$ cat config.mk
export PLATFORM = sky130hd
export DESIGN_NAME = lha_level1_member_header_scanner_flat
export DESIGN_NICKNAME = d
export VERILOG_FILES = /design/src/hdl/lha_pkg.sv /design/src/hdl/lha_in_if.sv /design/src/hdl/lha_res_if.sv /design/src/hdl/lha_parse_core.sv /design/src/hdl/lha_res_fifo.sv /design/src/hdl/lha_level1_member_header_scanner.sv /design/src/flat_wrapper.sv
export VERILOG_INCLUDE_DIRS = /design/src /design/src/hdl
export SDC_FILE = /design/constraint.sdc
export NUM_CORES = 2
export LEC_CHECK = 0
export BUFFER_PORTS_ARGS = -buffer_cell sky130_fd_sc_hd__buf_2
export CAP_MARGIN = 0
export CORE_MARGIN = 3
export CORE_UTILIZATION = 50
export DETAILED_ROUTE_END_ITERATION = 16
export GPL_TIMING_DRIVEN = 0
export PLACE_DENSITY = 0.67
export SLEW_MARGIN = 20
export SYNTH_ARGS = -nofsm -noshare
export SYNTH_HDL_FRONTEND = slang
export SYNTH_SLANG_ARGS = --single-unit
$ cat constraint.sdc
create_clock -name clk_i -period 14.44 [get_ports clk_i]
set_input_delay 4.332 -clock clk_i [delete_from_list [all_inputs] [get_ports clk_i]]
set_output_delay 4.332 -clock clk_i [all_outputs]
set_load 0.005 [all_outputs]
$ cat src/hdl/lha_level1_member_header_scanner_macros.svh
// Assertion macros used by the result queue of the member header scanner.
`ifndef LHA_LEVEL1_MEMBER_HEADER_SCANNER_MACROS_SVH
`define LHA_LEVEL1_MEMBER_HEADER_SCANNER_MACROS_SVH
`ifndef SYNTHESIS
`define LHA_ASSERT(lbl, prop, msg) \
  lbl: assert property (@(posedge clk_i) disable iff (!rst_ni) (prop)) else $error(msg);
`define LHA_ASSERT_IMPL(lbl, ante, cons, msg) \
  lbl: assert property (@(posedge clk_i) disable iff (!rst_ni) (ante) |-> (cons)) \
    else $error(msg);
`else
`define LHA_ASSERT(lbl, prop, msg)
`define LHA_ASSERT_IMPL(lbl, ante, cons, msg)
`endif
`endif

$ cat src/hdl/lha_pkg.sv
// Types, constants and helper functions of the member header scanner.
package lha_pkg;

  localparam int unsigned OFFSET_WIDTH_DEF = 32;
  localparam int unsigned RES_DEPTH        = 4;

  localparam logic [31:0] MAX_ORIG_RST = 32'h1000_0000;
  localparam logic [23:0] MAX_EXT_RST  = 24'h10_0000;
  localparam logic [16:0] MAX_MEM_RST  = 17'h1_0000;

  // Base header layout
  localparam logic [9:0] BASE_FIXED = 10'd27;
  localparam logic [9:0] NAME_START = 10'd22;
  localparam logic [7:0] LEVEL_ONE  = 8'd1;

  typedef enum logic [1:0] {
    CFG_MAX_ORIG = 2'd0,
    CFG_MAX_EXT  = 2'd1,
    CFG_MAX_MEM  = 2'd2
  } cfg_idx_e;

  typedef enum logic [2:0] {
    PH_LEAD,
    PH_BASE,
    PH_EXT,
    PH_PAYLOAD,
    PH_DRAIN
  } phase_e;

  typedef enum logic [3:0] {
    ST_MEMBER     = 4'd0,
    ST_END        = 4'd1,
    ST_METHOD     = 4'd2,
    ST_LEVEL      = 4'd3,
    ST_NAME_LEN   = 4'd4,
    ST_CHECKSUM   = 4'd5,
    ST_NAME_CHAR  = 4'd6,
    ST_ORIG_BIG   = 4'd7,
    ST_EXT_LEN    = 4'd8,
    ST_EXT_TOTAL  = 4'd9,
    ST_SIZE       = 4'd10,
    ST_EMPTY      = 4'd11,
    ST_TOO_MANY   = 4'd12,
    ST_TRUNC      = 4'd13
  } status_e;

  typedef struct packed {
    status_e     status;
    logic [31:0] header_offset;
    logic [31:0] data_offset;
    logic [31:0] packed_size;
    logic [31:0] unpacked_size;
    logic [31:0] dos_stamp;
    logic [15:0] member_crc;
    logic [7:0]  attribute_byte;
    logic [7:0]  os_id;
    logic        is_stored;
    logic [7:0]  name_len;
    logic        last_of_run;
  } res_t;

  // Up to two results per byte, slot a first
  typedef struct packed {
    logic [1:0] num;
    res_t       a;
    res_t       b;
  } push_t;

  // Method tag characters; index 0..4, stored selects -ARS-
  function automatic logic [7:0] tag_char(input logic [2:0] idx, input logic stored);
    logic [7:0] c;
    unique case (idx)
      3'd0, 3'd4: c = 8'h2D;
      3'd1:       c = 8'h41;
      3'd2:       c = 8'h52;
      3'd3:       c = stored ? 8'h53 : 8'h41;
      default:    c = 8'h00;
    endcase
    return c;
  endfunction

  // Printable, and no path separators or drive colon
  function automatic logic name_ok(input logic [7:0] c);
    return (c >= 8'h20) && (c <= 8'h7E) && (c != 8'h2F) && (c != 8'h5C) && (c != 8'h3A);
  endfunction

endpackage

$ cat src/hdl/lha_in_if.sv
// Input byte channel: one archive byte per transaction.
interface lha_in_if;
  logic       valid;
  logic       ready;
  logic [7:0] data_byte;
  logic       end_of_input;

  modport source (output valid, data_byte, end_of_input, input ready);
  modport sink   (input valid, data_byte, end_of_input, output ready);
endinterface

$ cat src/hdl/lha_res_if.sv
// Result channel: one member record or status per transaction.
interface lha_res_if;
  logic        valid;
  logic        ready;
  logic [3:0]  status;
  logic [31:0] header_offset;
  logic [31:0] data_offset;
  logic [31:0] packed_size;
  logic [31:0] unpacked_size;
  logic [31:0] dos_stamp;
  logic [15:0] member_crc;
  logic [7:0]  attribute_byte;
  logic [7:0]  os_id;
  logic        is_stored;
  logic [7:0]  name_len;
  logic        last_of_run;

  modport source (output valid, status, header_offset, data_offset, packed_size,
                  unpacked_size, dos_stamp, member_crc, attribute_byte, os_id,
                  is_stored, name_len, last_of_run, input ready);
  modport sink   (input valid, status, header_offset, data_offset, packed_size,
                  unpacked_size, dos_stamp, member_crc, attribute_byte, os_id,
                  is_stored, name_len, last_of_run, output ready);
endinterface

$ cat src/hdl/lha_parse_core.sv
// Byte-wise member header parser: state registers and per-byte update logic.
module lha_parse_core #(
  parameter int unsigned OFFSET_WIDTH = lha_pkg::OFFSET_WIDTH_DEF
) (
  input  logic                clk_i,
  input  logic                rst_ni,
  input  logic                fire_i,
  input  logic [7:0]          byte_i,
  input  logic                eoi_i,
  input  logic                cfg_we_i,
  input  logic [1:0]          cfg_idx_i,
  input  logic [31:0]         cfg_data_i,
  output lha_pkg::push_t      push_o
);

  typedef logic [OFFSET_WIDTH-1:0] off_t;

  // Configuration
  logic [31:0] max_orig_q;
  logic [23:0] max_ext_q;
  logic [16:0] max_mem_q;

  // Parse state
  lha_pkg::phase_e phase_q, phase_d;
  off_t        off_q, off_d, hs_q, hs_d, hs_cur, off_inc;
  logic [15:0] pos_q, pos_d, cur_q, cur_d;
  logic [8:0]  blen_q, blen_d;
  logic [7:0]  nlen_q, nlen_d, sum_q, sum_d, exp_q, exp_d, lw_q, lw_d;
  logic [1:0]  tag_q, tag_d;
  logic [31:0] skip_q, skip_d, orig_q, orig_d, stamp_q, stamp_d, left_q, left_d;
  logic [7:0]  attr_q, attr_d, os_q, os_d;
  logic [15:0] crc_q, crc_d;
  logic [23:0] ext_q, ext_d;
  logic [16:0] cnt_q, cnt_d;
  logic        nbad_q, nbad_d;

  // Per-byte working values
  logic        off_max;
  logic [8:0]  p9;
  logic [9:0]  p10, n10;
  logic [7:0]  sum_n;
  logic [1:0]  tag_n;
  logic [1:0]  bidx;
  logic        chain_go;
  logic [15:0] chain_w;
  logic [31:0] packed_sz;
  logic        stored;
  logic        e_vld, e_rec, t_vld;
  lha_pkg::status_e e_code;
  lha_pkg::res_t    res_e, res_t13;

  function automatic logic [31:0] to32(input off_t v);
    logic [OFFSET_WIDTH+31:0] w;
    w = {32'b0, v};
    return w[31:0];
  endfunction

  // Configuration registers
  always_ff @(posedge clk_i or negedge rst_ni) begin
    if (!rst_ni) begin
      max_orig_q <= lha_pkg::MAX_ORIG_RST;
      max_ext_q  <= lha_pkg::MAX_EXT_RST;
      max_mem_q  <= lha_pkg::MAX_MEM_RST;
    end else if (cfg_we_i) begin
      unique case (cfg_idx_i)
        lha_pkg::CFG_MAX_ORIG: max_orig_q <= cfg_data_i;
        lha_pkg::CFG_MAX_EXT:  max_ext_q  <= cfg_data_i[23:0];
        lha_pkg::CFG_MAX_MEM:  max_mem_q  <= cfg_data_i[16:0];
        default: ;
      endcase
    end
  end

  assign off_max   = &off_q;
  assign off_inc   = off_q + 1'b1;
  assign hs_cur    = (phase_q == lha_pkg::PH_LEAD && !off_max) ? off_q : hs_q;
  assign p9        = pos_q[8:0];
  assign p10       = {1'b0, p9};
  assign n10       = lha_pkg::NAME_START + {2'b0, nlen_q};
  assign sum_n     = sum_q + byte_i;
  assign packed_sz = skip_q - {8'b0, ext_q};
  assign stored    = (tag_q == 2'b10);

  // Next state for one accepted byte
  always_comb begin
    phase_d = phase_q; off_d = off_q; hs_d = hs_cur; pos_d = pos_q; cur_d = cur_q;
    blen_d = blen_q; nlen_d = nlen_q; sum_d = sum_q; exp_d = exp_q; lw_d = lw_q;
    tag_d = tag_q; skip_d = skip_q; orig_d = orig_q; stamp_d = stamp_q;
    left_d = left_q; attr_d = attr_q; os_d = os_q; crc_d = crc_q; ext_d = ext_q;
    cnt_d = cnt_q; nbad_d = nbad_q;
    tag_n = tag_q; bidx = 2'd0;
    chain_go = 1'b0; chain_w = 16'd0;
    e_vld = 1'b0; e_rec = 1'b0; e_code = lha_pkg::ST_MEMBER; t_vld = 1'b0;

    if (fire_i) begin
      if (phase_q != lha_pkg::PH_DRAIN) begin
        if (off_max) begin
          e_vld = 1'b1; e_code = lha_pkg::ST_TRUNC;
        end else begin
          unique case (phase_q)
            lha_pkg::PH_LEAD: begin
              if (byte_i == 8'd0) begin
                e_vld  = 1'b1;
                e_code = (cnt_q == 17'd0) ? lha_pkg::ST_EMPTY : lha_pkg::ST_END;
              end else begin
                blen_d = {1'b0, byte_i} + 9'd2;
                pos_d = 16'd1; sum_d = 8'd0; exp_d = 8'd0; tag_d = 2'b11;
                skip_d = '0; orig_d = '0; stamp_d = '0; attr_d = '0; crc_d = '0;
                os_d = '0; lw_d = '0; ext_d = '0; nlen_d = '0; nbad_d = 1'b0;
                phase_d = lha_pkg::PH_BASE;
              end
            end
            lha_pkg::PH_BASE: begin
              pos_d = pos_q + 16'd1;
              if (p9 >= 9'd2) sum_d = sum_n;
              if (p9 == 9'd1) exp_d = byte_i;
              // field captures, little endian
              if (p9 >= 9'd7 && p9 <= 9'd10) begin
                bidx = 2'(p9 - 9'd7);
                skip_d = skip_q | ({24'b0, byte_i} << {bidx, 3'b000});
              end
              if (p9 >= 9'd11 && p9 <= 9'd14) begin
                bidx = 2'(p9 - 9'd11);
                orig_d = orig_q | ({24'b0, byte_i} << {bidx, 3'b000});
              end
              if (p9 >= 9'd15 && p9 <= 9'd18) begin
                bidx = 2'(p9 - 9'd15);
                stamp_d = stamp_q | ({24'b0, byte_i} << {bidx, 3'b000});
              end
              if (p9 == 9'd19) attr_d = byte_i;
              if (p9 >= 9'd2 && p9 <= 9'd6) begin
                if (byte_i != lha_pkg::tag_char(3'(p9 - 9'd2), 1'b0)) tag_n[0] = 1'b0;
                if (byte_i != lha_pkg::tag_char(3'(p9 - 9'd2), 1'b1)) tag_n[1] = 1'b0;
                tag_d = tag_n;
              end
              priority if (p9 >= 9'd2 && p9 <= 9'd6 && tag_n == 2'b00) begin
                e_vld = 1'b1; e_code = lha_pkg::ST_METHOD;
              end else if (p9 == 9'd20 && byte_i != lha_pkg::LEVEL_ONE) begin
                e_vld = 1'b1; e_code = lha_pkg::ST_LEVEL;
              end else if (p9 == 9'd21) begin
                nlen_d = byte_i;
                if (byte_i == 8'd0 ||
                    {1'b0, blen_q} < lha_pkg::BASE_FIXED + {2'b0, byte_i}) begin
                  e_vld = 1'b1; e_code = lha_pkg::ST_NAME_LEN;
                end
              end else if (p9 >= 9'd22) begin
                if (p10 < n10 && !lha_pkg::name_ok(byte_i)) nbad_d = 1'b1;
                if (p10 == n10) crc_d[7:0] = byte_i;
                if (p10 == n10 + 10'd1) crc_d[15:8] = byte_i;
                if (p10 == n10 + 10'd2) os_d = byte_i;
                if (p9 == blen_q - 9'd2) lw_d = byte_i;
                // end of base header
                if (p9 == blen_q - 9'd1) begin
                  priority if (sum_n != exp_q) begin
                    e_vld = 1'b1; e_code = lha_pkg::ST_CHECKSUM;
                  end else if (nbad_q) begin
                    e_vld = 1'b1; e_code = lha_pkg::ST_NAME_CHAR;
                  end else if (orig_q > max_orig_q) begin
                    e_vld = 1'b1; e_code = lha_pkg::ST_ORIG_BIG;
                  end else begin
                    chain_go = 1'b1; chain_w = {byte_i, lw_q};
                  end
                end
              end else begin
              end
            end
            lha_pkg::PH_EXT: begin
              pos_d = pos_q + 16'd1;
              if (pos_q == cur_q - 16'd2) lw_d = byte_i;
              if (pos_q == cur_q - 16'd1) begin
                chain_go = 1'b1; chain_w = {byte_i, lw_q};
              end
            end
            lha_pkg::PH_PAYLOAD: begin
              left_d = left_q - 32'd1;
              if (left_q == 32'd1) phase_d = lha_pkg::PH_LEAD;
            end
            default: ;
          endcase

          // extended header length chain
          if (chain_go) begin
            if (chain_w == 16'd0) begin
              priority if (stored && packed_sz != orig_q) begin
                e_vld = 1'b1; e_code = lha_pkg::ST_SIZE;
              end else if (!stored && packed_sz == 32'd0 && orig_q != 32'd0) begin
                e_vld = 1'b1; e_code = lha_pkg::ST_SIZE;
              end else if (cnt_q >= max_mem_q) begin
                e_vld = 1'b1; e_code = lha_pkg::ST_TOO_MANY;
              end else begin
                e_vld = 1'b1; e_rec = 1'b1;
                cnt_d = cnt_q + 17'd1;
                left_d = packed_sz;
                phase_d = (packed_sz != 32'd0) ? lha_pkg::PH_PAYLOAD : lha_pkg::PH_LEAD;
              end
            end else if (chain_w < 16'd3 || {16'b0, chain_w} > packed_sz) begin
              e_vld = 1'b1; e_code = lha_pkg::ST_EXT_LEN;
            end else if ({1'b0, ext_q} + {9'b0, chain_w} > {1'b0, max_ext_q}) begin
              e_vld = 1'b1; e_code = lha_pkg::ST_EXT_TOTAL;
            end else begin
              ext_d = ext_q + {8'b0, chain_w};
              cur_d = chain_w;
              pos_d = 16'd0;
              phase_d = lha_pkg::PH_EXT;
            end
          end
        end
        if (e_vld && !e_rec) phase_d = lha_pkg::PH_DRAIN;
      end

      off_d = off_max ? off_q : off_inc;

      // final byte: flag truncation unless already draining, then restart
      if (eoi_i) begin
        t_vld = (phase_d != lha_pkg::PH_DRAIN);
        phase_d = lha_pkg::PH_LEAD; off_d = '0; hs_d = '0; pos_d = '0; cur_d = '0;
        blen_d = '0; nlen_d = '0; sum_d = '0; exp_d = '0; lw_d = '0; tag_d = 2'b11;
        skip_d = '0; orig_d = '0; stamp_d = '0; left_d = '0; attr_d = '0;
        os_d = '0; crc_d = '0; ext_d = '0; cnt_d = '0; nbad_d = 1'b0;
      end
    end
  end

  // Result assembly
  always_comb begin
    res_e = '0;
    res_e.status        = e_code;
    res_e.header_offset = to32((e_code == lha_pkg::ST_END) ? off_inc : hs_cur);
    res_e.data_offset   = to32(e_rec ? off_inc : off_q);
    if (e_rec) begin
      res_e.packed_size    = packed_sz;
      res_e.unpacked_size  = orig_q;
      res_e.dos_stamp      = stamp_q;
      res_e.member_crc     = crc_q;
      res_e.attribute_byte = attr_q;
      res_e.os_id          = os_q;
      res_e.is_stored      = stored;
      res_e.name_len       = nlen_q;
    end
    res_e.last_of_run = !t_vld;

    res_t13 = '0;
    res_t13.status        = lha_pkg::ST_TRUNC;
    res_t13.header_offset = to32(hs_cur);
    res_t13.data_offset   = to32(off_q);
    res_t13.last_of_run   = 1'b1;

    push_o.num = {1'b0, e_vld} + {1'b0, t_vld};
    push_o.a   = e_vld ? res_e : res_t13;
    push_o.b   = res_t13;
  end

  always_ff @(posedge clk_i or negedge rst_ni) begin
    if (!rst_ni) begin
      phase_q <= lha_pkg::PH_LEAD; off_q <= '0; hs_q <= '0; pos_q <= '0; cur_q <= '0;
      blen_q <= '0; nlen_q <= '0; sum_q <= '0; exp_q <= '0; lw_q <= '0; tag_q <= 2'b11;
      skip_q <= '0; orig_q <= '0; stamp_q <= '0; left_q <= '0; attr_q <= '0;
      os_q <= '0; crc_q <= '0; ext_q <= '0; cnt_q <= '0; nbad_q <= 1'b0;
    end else begin
      phase_q <= phase_d; off_q <= off_d; hs_q <= hs_d; pos_q <= pos_d; cur_q <= cur_d;
      blen_q <= blen_d; nlen_q <= nlen_d; sum_q <= sum_d; exp_q <= exp_d; lw_q <= lw_d;
      tag_q <= tag_d; skip_q <= skip_d; orig_q <= orig_d; stamp_q <= stamp_d;
      left_q <= left_d; attr_q <= attr_d; os_q <= os_d; crc_q <= crc_d; ext_q <= ext_d;
      cnt_q <= cnt_d; nbad_q <= nbad_d;
    end
  end

endmodule

$ cat src/hdl/lha_res_fifo.sv
// Result queue: takes up to two results a cycle, hands out one a cycle while ready_i is high.
`include "lha_level1_member_header_scanner_macros.svh"
module lha_res_fifo (
  input  logic           clk_i,
  input  logic           rst_ni,
  input  lha_pkg::push_t push_i,
  output logic           room2_o,
  output logic           valid_o,
  input  logic           ready_i,
  output lha_pkg::res_t  data_o
);

  localparam int unsigned Depth = lha_pkg::RES_DEPTH;
  localparam int unsigned PtrW  = $clog2(Depth);
  localparam int unsigned CntW  = $clog2(Depth + 1);

  lha_pkg::res_t mem_q [Depth];
  logic [PtrW-1:0] wr_ptr_q, rd_ptr_q, wr_nxt;
  logic [CntW-1:0] cnt_q;
  logic            pop;

  assign pop     = valid_o && ready_i;
  assign valid_o = (cnt_q != '0);
  assign data_o  = mem_q[rd_ptr_q];
  assign room2_o = (cnt_q <= CntW'(Depth - 2));
  assign wr_nxt  = wr_ptr_q + 1'b1;

  // Storage
  always_ff @(posedge clk_i) begin
    if (push_i.num != 2'd0) mem_q[wr_ptr_q] <= push_i.a;
    if (push_i.num == 2'd2) mem_q[wr_nxt]   <= push_i.b;
  end

  // Pointers and fill level
  always_ff @(posedge clk_i or negedge rst_ni) begin
    if (!rst_ni) begin
      wr_ptr_q <= '0;
      rd_ptr_q <= '0;
      cnt_q    <= '0;
    end else begin
      wr_ptr_q <= wr_ptr_q + PtrW'(push_i.num);
      rd_ptr_q <= rd_ptr_q + PtrW'(pop);
      cnt_q    <= cnt_q + CntW'(push_i.num) - CntW'(pop);
    end
  end

  `LHA_ASSERT(a_cnt_bound, cnt_q <= CntW'(Depth), "result queue over full")
  `LHA_ASSERT_IMPL(a_no_overflow, push_i.num != 2'd0, cnt_q <= CntW'(Depth - 2), "push without room")
  `LHA_ASSERT_IMPL(a_pop_drains, pop && push_i.num == 2'd0, ##1 cnt_q == $past(cnt_q) - 1'b1, "pop lost")

endmodule

$ cat src/hdl/lha_level1_member_header_scanner.sv
// Top level of the LHA level-1 member header scanner.
// Usage: archive bytes arrive on in_i, one byte per transaction, with
// end_of_input set on the last byte of an archive; the parser then restarts
// at offset zero. Results leave on res_o: one record per member, an archive
// end, or a single numbered error, after which bytes are dropped until
// end_of_input. A byte may cause two results; last_of_run marks the last.
// Path: a byte is registered on acceptance and parsed from the input register
// once the queue has room; its results pass through the result queue to res_o.
// Throughput: one byte per cycle while the queue has room; the parse is a
// single pass of compares and adds behind the input register, and a four-entry
// result queue takes both results of one byte in the same cycle.
// Stalls: when res_o.ready is low the queue fills; in_i.ready drops once the
// queue has fewer than two free entries and the input register is occupied.
// Reset clears the parse state and queue and loads the default limits. The
// user must write limits via cfg_* while the block is idle; it is not enforced.
module lha_level1_member_header_scanner #(
  parameter int unsigned OFFSET_WIDTH = lha_pkg::OFFSET_WIDTH_DEF
) (
  input  logic        clk_i,
  input  logic        rst_ni,
  lha_in_if.sink      in_i,
  lha_res_if.source   res_o,
  input  logic        cfg_we_i,
  input  logic [1:0]  cfg_idx_i,
  input  logic [31:0] cfg_data_i
);

  logic           in_vld_q;
  logic [7:0]     byte_q;
  logic           eoi_q;
  logic           fire;
  logic           room2;
  lha_pkg::push_t push;
  lha_pkg::res_t  res;

  assign fire       = in_vld_q && room2;
  assign in_i.ready = !in_vld_q || fire;

  // Input register
  always_ff @(posedge clk_i or negedge rst_ni) begin
    if (!rst_ni) begin
      in_vld_q <= 1'b0;
    end else if (in_i.ready) begin
      in_vld_q <= in_i.valid;
    end
  end

  always_ff @(posedge clk_i) begin
    if (in_i.ready && in_i.valid) begin
      byte_q <= in_i.data_byte;
      eoi_q  <= in_i.end_of_input;
    end
  end

  lha_parse_core #(
    .OFFSET_WIDTH(OFFSET_WIDTH)
  ) u_core (
    .clk_i      (clk_i),
    .rst_ni     (rst_ni),
    .fire_i     (fire),
    .byte_i     (byte_q),
    .eoi_i      (eoi_q),
    .cfg_we_i   (cfg_we_i),
    .cfg_idx_i  (cfg_idx_i),
    .cfg_data_i (cfg_data_i),
    .push_o     (push)
  );

  lha_res_fifo u_fifo (
    .clk_i   (clk_i),
    .rst_ni  (rst_ni),
    .push_i  (push),
    .room2_o (room2),
    .valid_o (res_o.valid),
    .ready_i (res_o.ready),
    .data_o  (res)
  );

  // Result fields
  assign res_o.status         = res.status;
  assign res_o.header_offset  = res.header_offset;
  assign res_o.data_offset    = res.data_offset;
  assign res_o.packed_size    = res.packed_size;
  assign res_o.unpacked_size  = res.unpacked_size;
  assign res_o.dos_stamp      = res.dos_stamp;
  assign res_o.member_crc     = res.member_crc;
  assign res_o.attribute_byte = res.attribute_byte;
  assign res_o.os_id          = res.os_id;
  assign res_o.is_stored      = res.is_stored;
  assign res_o.name_len       = res.name_len;
  assign res_o.last_of_run    = res.last_of_run;

endmodule
$ cat src/flat_wrapper.sv
// flat-port wrapper written by rule: the top's interface ports become plain ports
module lha_level1_member_header_scanner_flat 
#(
  parameter int unsigned OFFSET_WIDTH = lha_pkg::OFFSET_WIDTH_DEF
)
  (clk_i, rst_ni, cfg_we_i, cfg_idx_i, cfg_data_i, in_i_valid, in_i_data_byte, in_i_end_of_input, in_i_ready, res_o_valid, res_o_status, res_o_header_offset, res_o_data_offset, res_o_packed_size, res_o_unpacked_size, res_o_dos_stamp, res_o_member_crc, res_o_attribute_byte, res_o_os_id, res_o_is_stored, res_o_name_len, res_o_last_of_run, res_o_ready);
  lha_in_if in_i_i ();
  lha_res_if res_o_i ();
  input  logic clk_i;
  input  logic rst_ni;
  input  logic cfg_we_i;
  input  logic [1:0] cfg_idx_i;
  input  logic [31:0] cfg_data_i;
  input wire logic [$bits(in_i_i.valid)-1:0] in_i_valid;
  input wire logic [$bits(in_i_i.data_byte)-1:0] in_i_data_byte;
  input wire logic [$bits(in_i_i.end_of_input)-1:0] in_i_end_of_input;
  output wire logic [$bits(in_i_i.ready)-1:0] in_i_ready;
  output wire logic [$bits(res_o_i.valid)-1:0] res_o_valid;
  output wire logic [$bits(res_o_i.status)-1:0] res_o_status;
  output wire logic [$bits(res_o_i.header_offset)-1:0] res_o_header_offset;
  output wire logic [$bits(res_o_i.data_offset)-1:0] res_o_data_offset;
  output wire logic [$bits(res_o_i.packed_size)-1:0] res_o_packed_size;
  output wire logic [$bits(res_o_i.unpacked_size)-1:0] res_o_unpacked_size;
  output wire logic [$bits(res_o_i.dos_stamp)-1:0] res_o_dos_stamp;
  output wire logic [$bits(res_o_i.member_crc)-1:0] res_o_member_crc;
  output wire logic [$bits(res_o_i.attribute_byte)-1:0] res_o_attribute_byte;
  output wire logic [$bits(res_o_i.os_id)-1:0] res_o_os_id;
  output wire logic [$bits(res_o_i.is_stored)-1:0] res_o_is_stored;
  output wire logic [$bits(res_o_i.name_len)-1:0] res_o_name_len;
  output wire logic [$bits(res_o_i.last_of_run)-1:0] res_o_last_of_run;
  input wire logic [$bits(res_o_i.ready)-1:0] res_o_ready;
  assign in_i_i.valid = in_i_valid;
  assign in_i_i.data_byte = in_i_data_byte;
  assign in_i_i.end_of_input = in_i_end_of_input;
  assign in_i_ready = in_i_i.ready;
  assign res_o_valid = res_o_i.valid;
  assign res_o_status = res_o_i.status;
  assign res_o_header_offset = res_o_i.header_offset;
  assign res_o_data_offset = res_o_i.data_offset;
  assign res_o_packed_size = res_o_i.packed_size;
  assign res_o_unpacked_size = res_o_i.unpacked_size;
  assign res_o_dos_stamp = res_o_i.dos_stamp;
  assign res_o_member_crc = res_o_i.member_crc;
  assign res_o_attribute_byte = res_o_i.attribute_byte;
  assign res_o_os_id = res_o_i.os_id;
  assign res_o_is_stored = res_o_i.is_stored;
  assign res_o_name_len = res_o_i.name_len;
  assign res_o_last_of_run = res_o_i.last_of_run;
  assign res_o_i.ready = res_o_ready;
  lha_level1_member_header_scanner #(.OFFSET_WIDTH(OFFSET_WIDTH)) u_core (.clk_i(clk_i), .rst_ni(rst_ni), .in_i(in_i_i), .res_o(res_o_i), .cfg_we_i(cfg_we_i), .cfg_idx_i(cfg_idx_i), .cfg_data_i(cfg_data_i));
endmodule
After elaboration in Yosys (flattened, before gate mapping)

Memories as Yosys holds them, arrays and structs flattened.
Index checks and enable logic that the tools add are counted.

Add/subtract/negate cells: 27
Magnitude comparators: 19
Equal/unequal tests: 60
Shift operators: 3
Multiplexer cells: 259
Bitwise operators: 3
Reduce and logical (&&, ||, !) cells: 71

Operators with widths:

| kind                    | number |
|---|---|
| $mux W32                | 29 |
| $mux W16                | 35 |
| $mux W8                 | 48 |
| $mux W24                | 9 |
| $mux W206               | 1 |
| $pmux W32 S2            | 3 |
| $mux W137               | 1 |
| $mux W17                | 8 |
| $or A32 B32 Y32         | 3 |
| $pmux W16 S2            | 3 |
| $shl A8 B5 Y32          | 3 |
| $pmux W8 S2             | 5 |
| $reduce_bool A32 Y1     | 2 |
| $mux W3                 | 20 |
| $mux W4                 | 15 |
| $mux W1                 | 58 |
| $ne A3 B2 Y1 const B    | 18 |
| $mux W9                 | 5 |
| $reduce_and A10 Y1      | 4 |
| $reduce_and A6 Y1       | 6 |
| $add A32 B1 Y32 const B | 1 |
| $eq A16 B16 Y1          | 2 |
| $eq A32 B1 Y1 const B   | 1 |
| $gt A16 B32 Y1          | 1 |
| other kinds (83)        | 161 |

Flip-flop bits (word level): 434
RAM bits: 824
Logic and storage cells: 474
Memories kept: 1

Memories:

| name                | depth | bits a word | read ports | clocked after Yosys merged registers in | write ports | line               | RTL |
|---|---|---|---|---|---|---|---|
| u_core.u_fifo.mem_q | 4     | 206         | 1          | 0                                       | 2           | lha_res_fifo.sv:17 | `lha_pkg::res_t mem_q [Depth];` |

Longest topological paths before layout

Depth in word-level cells: 43
Mapped depth: 47

Modules after synthesis

A second synthesis with hierarchy kept.

Cells, all modules: 5927
Area total of the unflattened synthesis: 73122.6 sq um

Modules (own cells, without submodules):

| module                           | instances | cells an instance | area an instance (sq um) | seq. area each (sq um) |
|---|---|---|---|---|
| lha_res_fifo                     | 1         | 2034              | 41164.5                  | 24918.9 |
| lha_parse_core                   | 1         | 3879              | 31627.8                  | 10441.3 |
| lha_level1_member_header_scanner | 1         | 14                | 330.3                    | 295.3 |

Least setup slack after synthesis

OpenSTA, ideal clock, no wires.

Path type: register to register
From: reg u_core.byte_q[1]
To: mem u_core.u_fifo.mem_q[0][170] (netlist name) (data pin)
Library setup time: 164 ps
Arrival: 10682 ps
Data required time: 14276 ps
Slack: 3594 ps
Stages on the path, launching flop included: 42
Buffers on the path: 2
Period minus slack after synthesis: 10846 ps
Cell sequence: edfxtp_1 clkbuf_1 inv_1 fa_1 nand2b_1 a21oi_1 o221ai_1 or4b_1 nor4_1 a41oi_2 nor2_1 fa_1 a31oi_1 a21oi_1 a31o_2 o211ai_2 a2111o_1 a21oi_1 (+6 left out) a21oi_1 nor2b_1 o21ai_0 nand2b_1 a21oi_1 nand4_1 a31o_2 nor4_4 o21bai_1 a22oi_1 nand2_1 ha_1 nor3_1 nor2_1 clkbuf_1 inv_1 nand3_1 o221ai_1

RTL lines:

| item                     | line                                   | RTL |
|---|---|---|
| start: declaration       | lha_level1_member_header_scanner.sv:29 | `logic [7:0] byte_q;` |
| start signal: assignment | lha_level1_member_header_scanner.sv:50 | `byte_q <= in_i.data_byte;` |
| end: declaration         | lha_res_fifo.sv:17                     |  |

==> qor.csv <==
metric,value,unit
skew,0.03434,ns
place_ws,0.3066,ns
worst-setup-path-type,flop to flop,
synth_fa_ha_area_share,3.886,%
die_area,128100,um^2
synth_nets,6120,
ir_drop,167.7,uV
rsz0062_at_grt,false,
netlist_area,61940,um^2
relSlewSlack,19.70,%
die_h,358.0,um
cp_slowest_cell,nor3b_2,
crit_path_frequent_cell,a21oi_1,
fin_area,70420,um^2
ios,256,
start_kind,flop,
max_freq,73.40,MHz
finalWorstSetupSlack,0.8159,ns
cts.clk_slew.worst_paths,0.07,ns
htree_levels,4,
cts_buffers,138,
drv_slew,0,
synthFlopType,dfxtp_1,
grt_max_degree,89,
crit_buf_inv,5,
ys_warn_count,0,
power_frac_seq,30.9,%
antenna_found_initial,4,
placedInstanceArea,65730,um^2
switching_share,42.44,%
ant_nets,0,
maxCapViolations,0,
critPathMaxStageDelay,0.74,ns
grt_overflow,0,
seq_area,29970,um^2
crit_required,15.09,ns
dr_total_vias,51680,
cts_tree,built,
dp_cells,7779,
avgViaCountPerCell,6.428,
setup_violations,0,
crit_fanout,12,
finalCritPeriodShare,94.35,%
cts_setup_buffers,0,
multi_input_area,29530,um^2
p_switching,5.804,mW
holdPathStages,2,
final_common_cell,dfxtp_1,
synth_edf_count,265,
globalplace.congestion,0.9581,
wirelength,210700,um
final_nets,6532,
path_depth,42,
avgSynthCellArea,10.53,um^2
yosysTopAreaCellShare,18.36,%
clk_latency,0.77,ns
final_cell_count_no_fill,8039,
yosysTopAreaCell,dfxtp_1,
hp-class,flop to flop,
combPwrFrac,42.7,%
cp-end-kind,flop,
cts_sinks,1258,
r2r_slack,0.82,ns
place.port_buffers,255,
pwr-share-clk,26.4,%
whs,0.4485,ns
hpwl,151800,um
synthToLayoutAreaGrowth,13.69,%
crit_arrival,14.28,ns
fillers,10450,
root_buffer,clkbuf_16,
grt_util_all_layers,32.35,%
synth_mux_area_share,10.22,%
rows,128,
yosys.area_share.simple,10.16,%
power.density,194.2,nW/um^2
core_area,122400,um^2
start_util,50.62,%
grt_pass1_wl,315500,um
cts.path.max_buffers,3,
grt_pass1_vias,50200,
synth_top_family_by_area,compound AO/OA/AOI/OAI gates,
synth_compound_area_share,19.92,%
p_leak,27.91,nW
drtIter0Drc,5914,
wl_per_cell,26.21,um
firstDrtPassIters,8,
hold_violations,0,
internal_power,7.873,mW
synthArstFlopShare,33.78,%
tightest_slew,1.196,ns
synth-xor-area-share,3.200,%
synthCells,5882,
drc_errors,0,
synth.distinct_cells,107,
fin_crit,13.62,ns
layout-drive-gt1-share,14.53,%
synth-seq-cells,1258,
status,finished clean,
yosysSeqAreaShare,48.38,%
crit_family,compound AO/OA/AOI/OAI gates,
synthTopCellsByArea,"dfxtp_1 (18%), dfrtp_1 (17%), edfxtp_1 (13%)",
final_cell_mix,"dfxtp_1 (568), o21ai_0 (543), nand2_1 (518)",
chipWidth,358.0,um
reg2reg_depth,42,
[worst register-to-register path, delay by kind of cell, from the launching register on]
family / cells / cell delay, ns
xor gates and xnor gates: 2 / 0.50
adders and majority gates: 4 / 1.58
buffers and inverters: 5 / 2.39
and+or+nand+nor: 13 / 3.92
AOI/OAI and AO/OA: 18 / 4.60
DFF: 1 / 0.53
[synthesized netlist by cell type (10+ instances only)]
master     number
a21o_1         40
dfrtp_1       420
o21bai_1       14
mux2_2         95
clkbuf_1      377
a211oi_1       18
o211ai_1       18
dfxtp_1       568
or2_2          14
edfxtp_1      265
mux2i_1        35
o21ai_0       544
nor2b_1        25
nand2b_1       32
o21ai_1        10
and2_1         28
buf_1          71
nor3_1         58
o21a_1         25
inv_1         186
and3_1         48
nand3_1        98
buf_6          10
mux4_2        206
o2111ai_1      13
o31ai_1        88
ha_1          186
mux2_1         24
nand2_1       518
a22o_1        435
a211o_1        14
xnor2_1       129
nor2_1        343
buf_2          23
a21oi_1       251
a31oi_1       122
o22ai_1       137
nand4_1        54
or3_1          19
nor3b_1        12
or4_1          17
xor2_1         71
nor4_1         38
[cell families after synthesis]
kind of cell / count (synthesis)
xor gates and xnor gates: 210
muxes: 360
DFF: 1258
and+or+nand+nor: 1349
buffers and inverters: 671
adders and majority gates: 190
AOI/OAI and AO/OA: 1844
[routing by layer]
metal	GRT usage [%]	up-vias	wire length (um)
met3	6.474	506	19560
li1	-	22770	-
met1	43.80	25710	84890
met4	15.75	0	10800
met2	49.83	2691	95420
met5	0	-	0
[worst paths after layout]
path | endpoint | startpoint
max in group asynchronous | u_core.u_core.stamp_q[14]$_DFFE_PN0P_ | rst_ni
hold / removal | u_core.u_fifo.mem_q[2][117]$_SDFFE_PP0P_ | u_core.u_fifo.mem_q[2][117]$_SDFFE_PP0P_
setup reg to reg | u_core.u_fifo.mem_q[2][103]$_SDFFE_PP0P_ | u_core.byte_q[1]$_DFFE_PP_
hold reg to reg | u_core.u_fifo.mem_q[2][117]$_SDFFE_PP0P_ | u_core.u_fifo.mem_q[2][117]$_SDFFE_PP0P_
min in group asynchronous | u_core.u_core.max_mem_q[13]$_DFFE_PN0P_ | rst_ni
setup / recovery | u_core.u_fifo.mem_q[2][103]$_SDFFE_PP0P_ | u_core.byte_q[1]$_DFFE_PP_
[what timing repair did]
action,in CTS,in global routing
resized for setup,0,9
endpoints found under the hold margin,0,0
hold buffers,0,0
endpoints found under the setup margin,0,817
[flip-flops by register name (all words and copies together) (netlist names), 9 cells and up]
register	cells
u_core.u_fifo.mem_q	824
u_core.u_core.hs_q	32
u_core.u_core.left_q	32
u_core.u_core.max_orig_q	32
u_core.u_core.off_q	32
u_core.u_core.orig_q	32
u_core.u_core.skip_q	32
u_core.u_core.stamp_q	32
u_core.u_core.ext_q	24
u_core.u_core.max_ext_q	24
u_core.u_core.cnt_q	17
u_core.u_core.max_mem_q	17
u_core.u_core.crc_q	16
u_core.u_core.cur_q	16
u_core.u_core.pos_q	16
u_core.u_core.blen_q	9
[metrics by stage]
stage,utilization [%],setup TNS [ns],total power [mW]
after global placement,53.33,-658.53,9.824
after floorplan,-,0,7.711
final,57.55,0,13.68
after global routing,57.54,0,14.22
after detailed placement,53.72,0,9.982
after CTS,57.51,0,13.58
[area by class of cell]
cell class              instances  share of cell area, %
diodes                          5                0.01777
inverters                     189                  1.032
well taps                    1625                  2.887
flip-flops and latches       1258                  42.56
repair buffers                272                  2.249
multi-input cells            3953                  41.93
clock buffers                 195                  5.615
plain buffers                 482                  2.740
clock inverters                60                 0.9701
[power groups by stage]
| stage | Combinational, mW | Sequential (mW) | Clock, mW |
|---|---|---|---|
| global route | 6.19 | 4.26 | 3.78 |
| finish | 5.84 | 4.23 | 3.61 |
| detailed placement | 5.70 | 4.29 | 0 |
| floorplan | 3.53 | 4.18 | 0 |
| CTS | 5.73 | 4.22 | 3.64 |
| global placement | 5.54 | 4.28 | 0 |
Power figures use the tool's default switching activity.
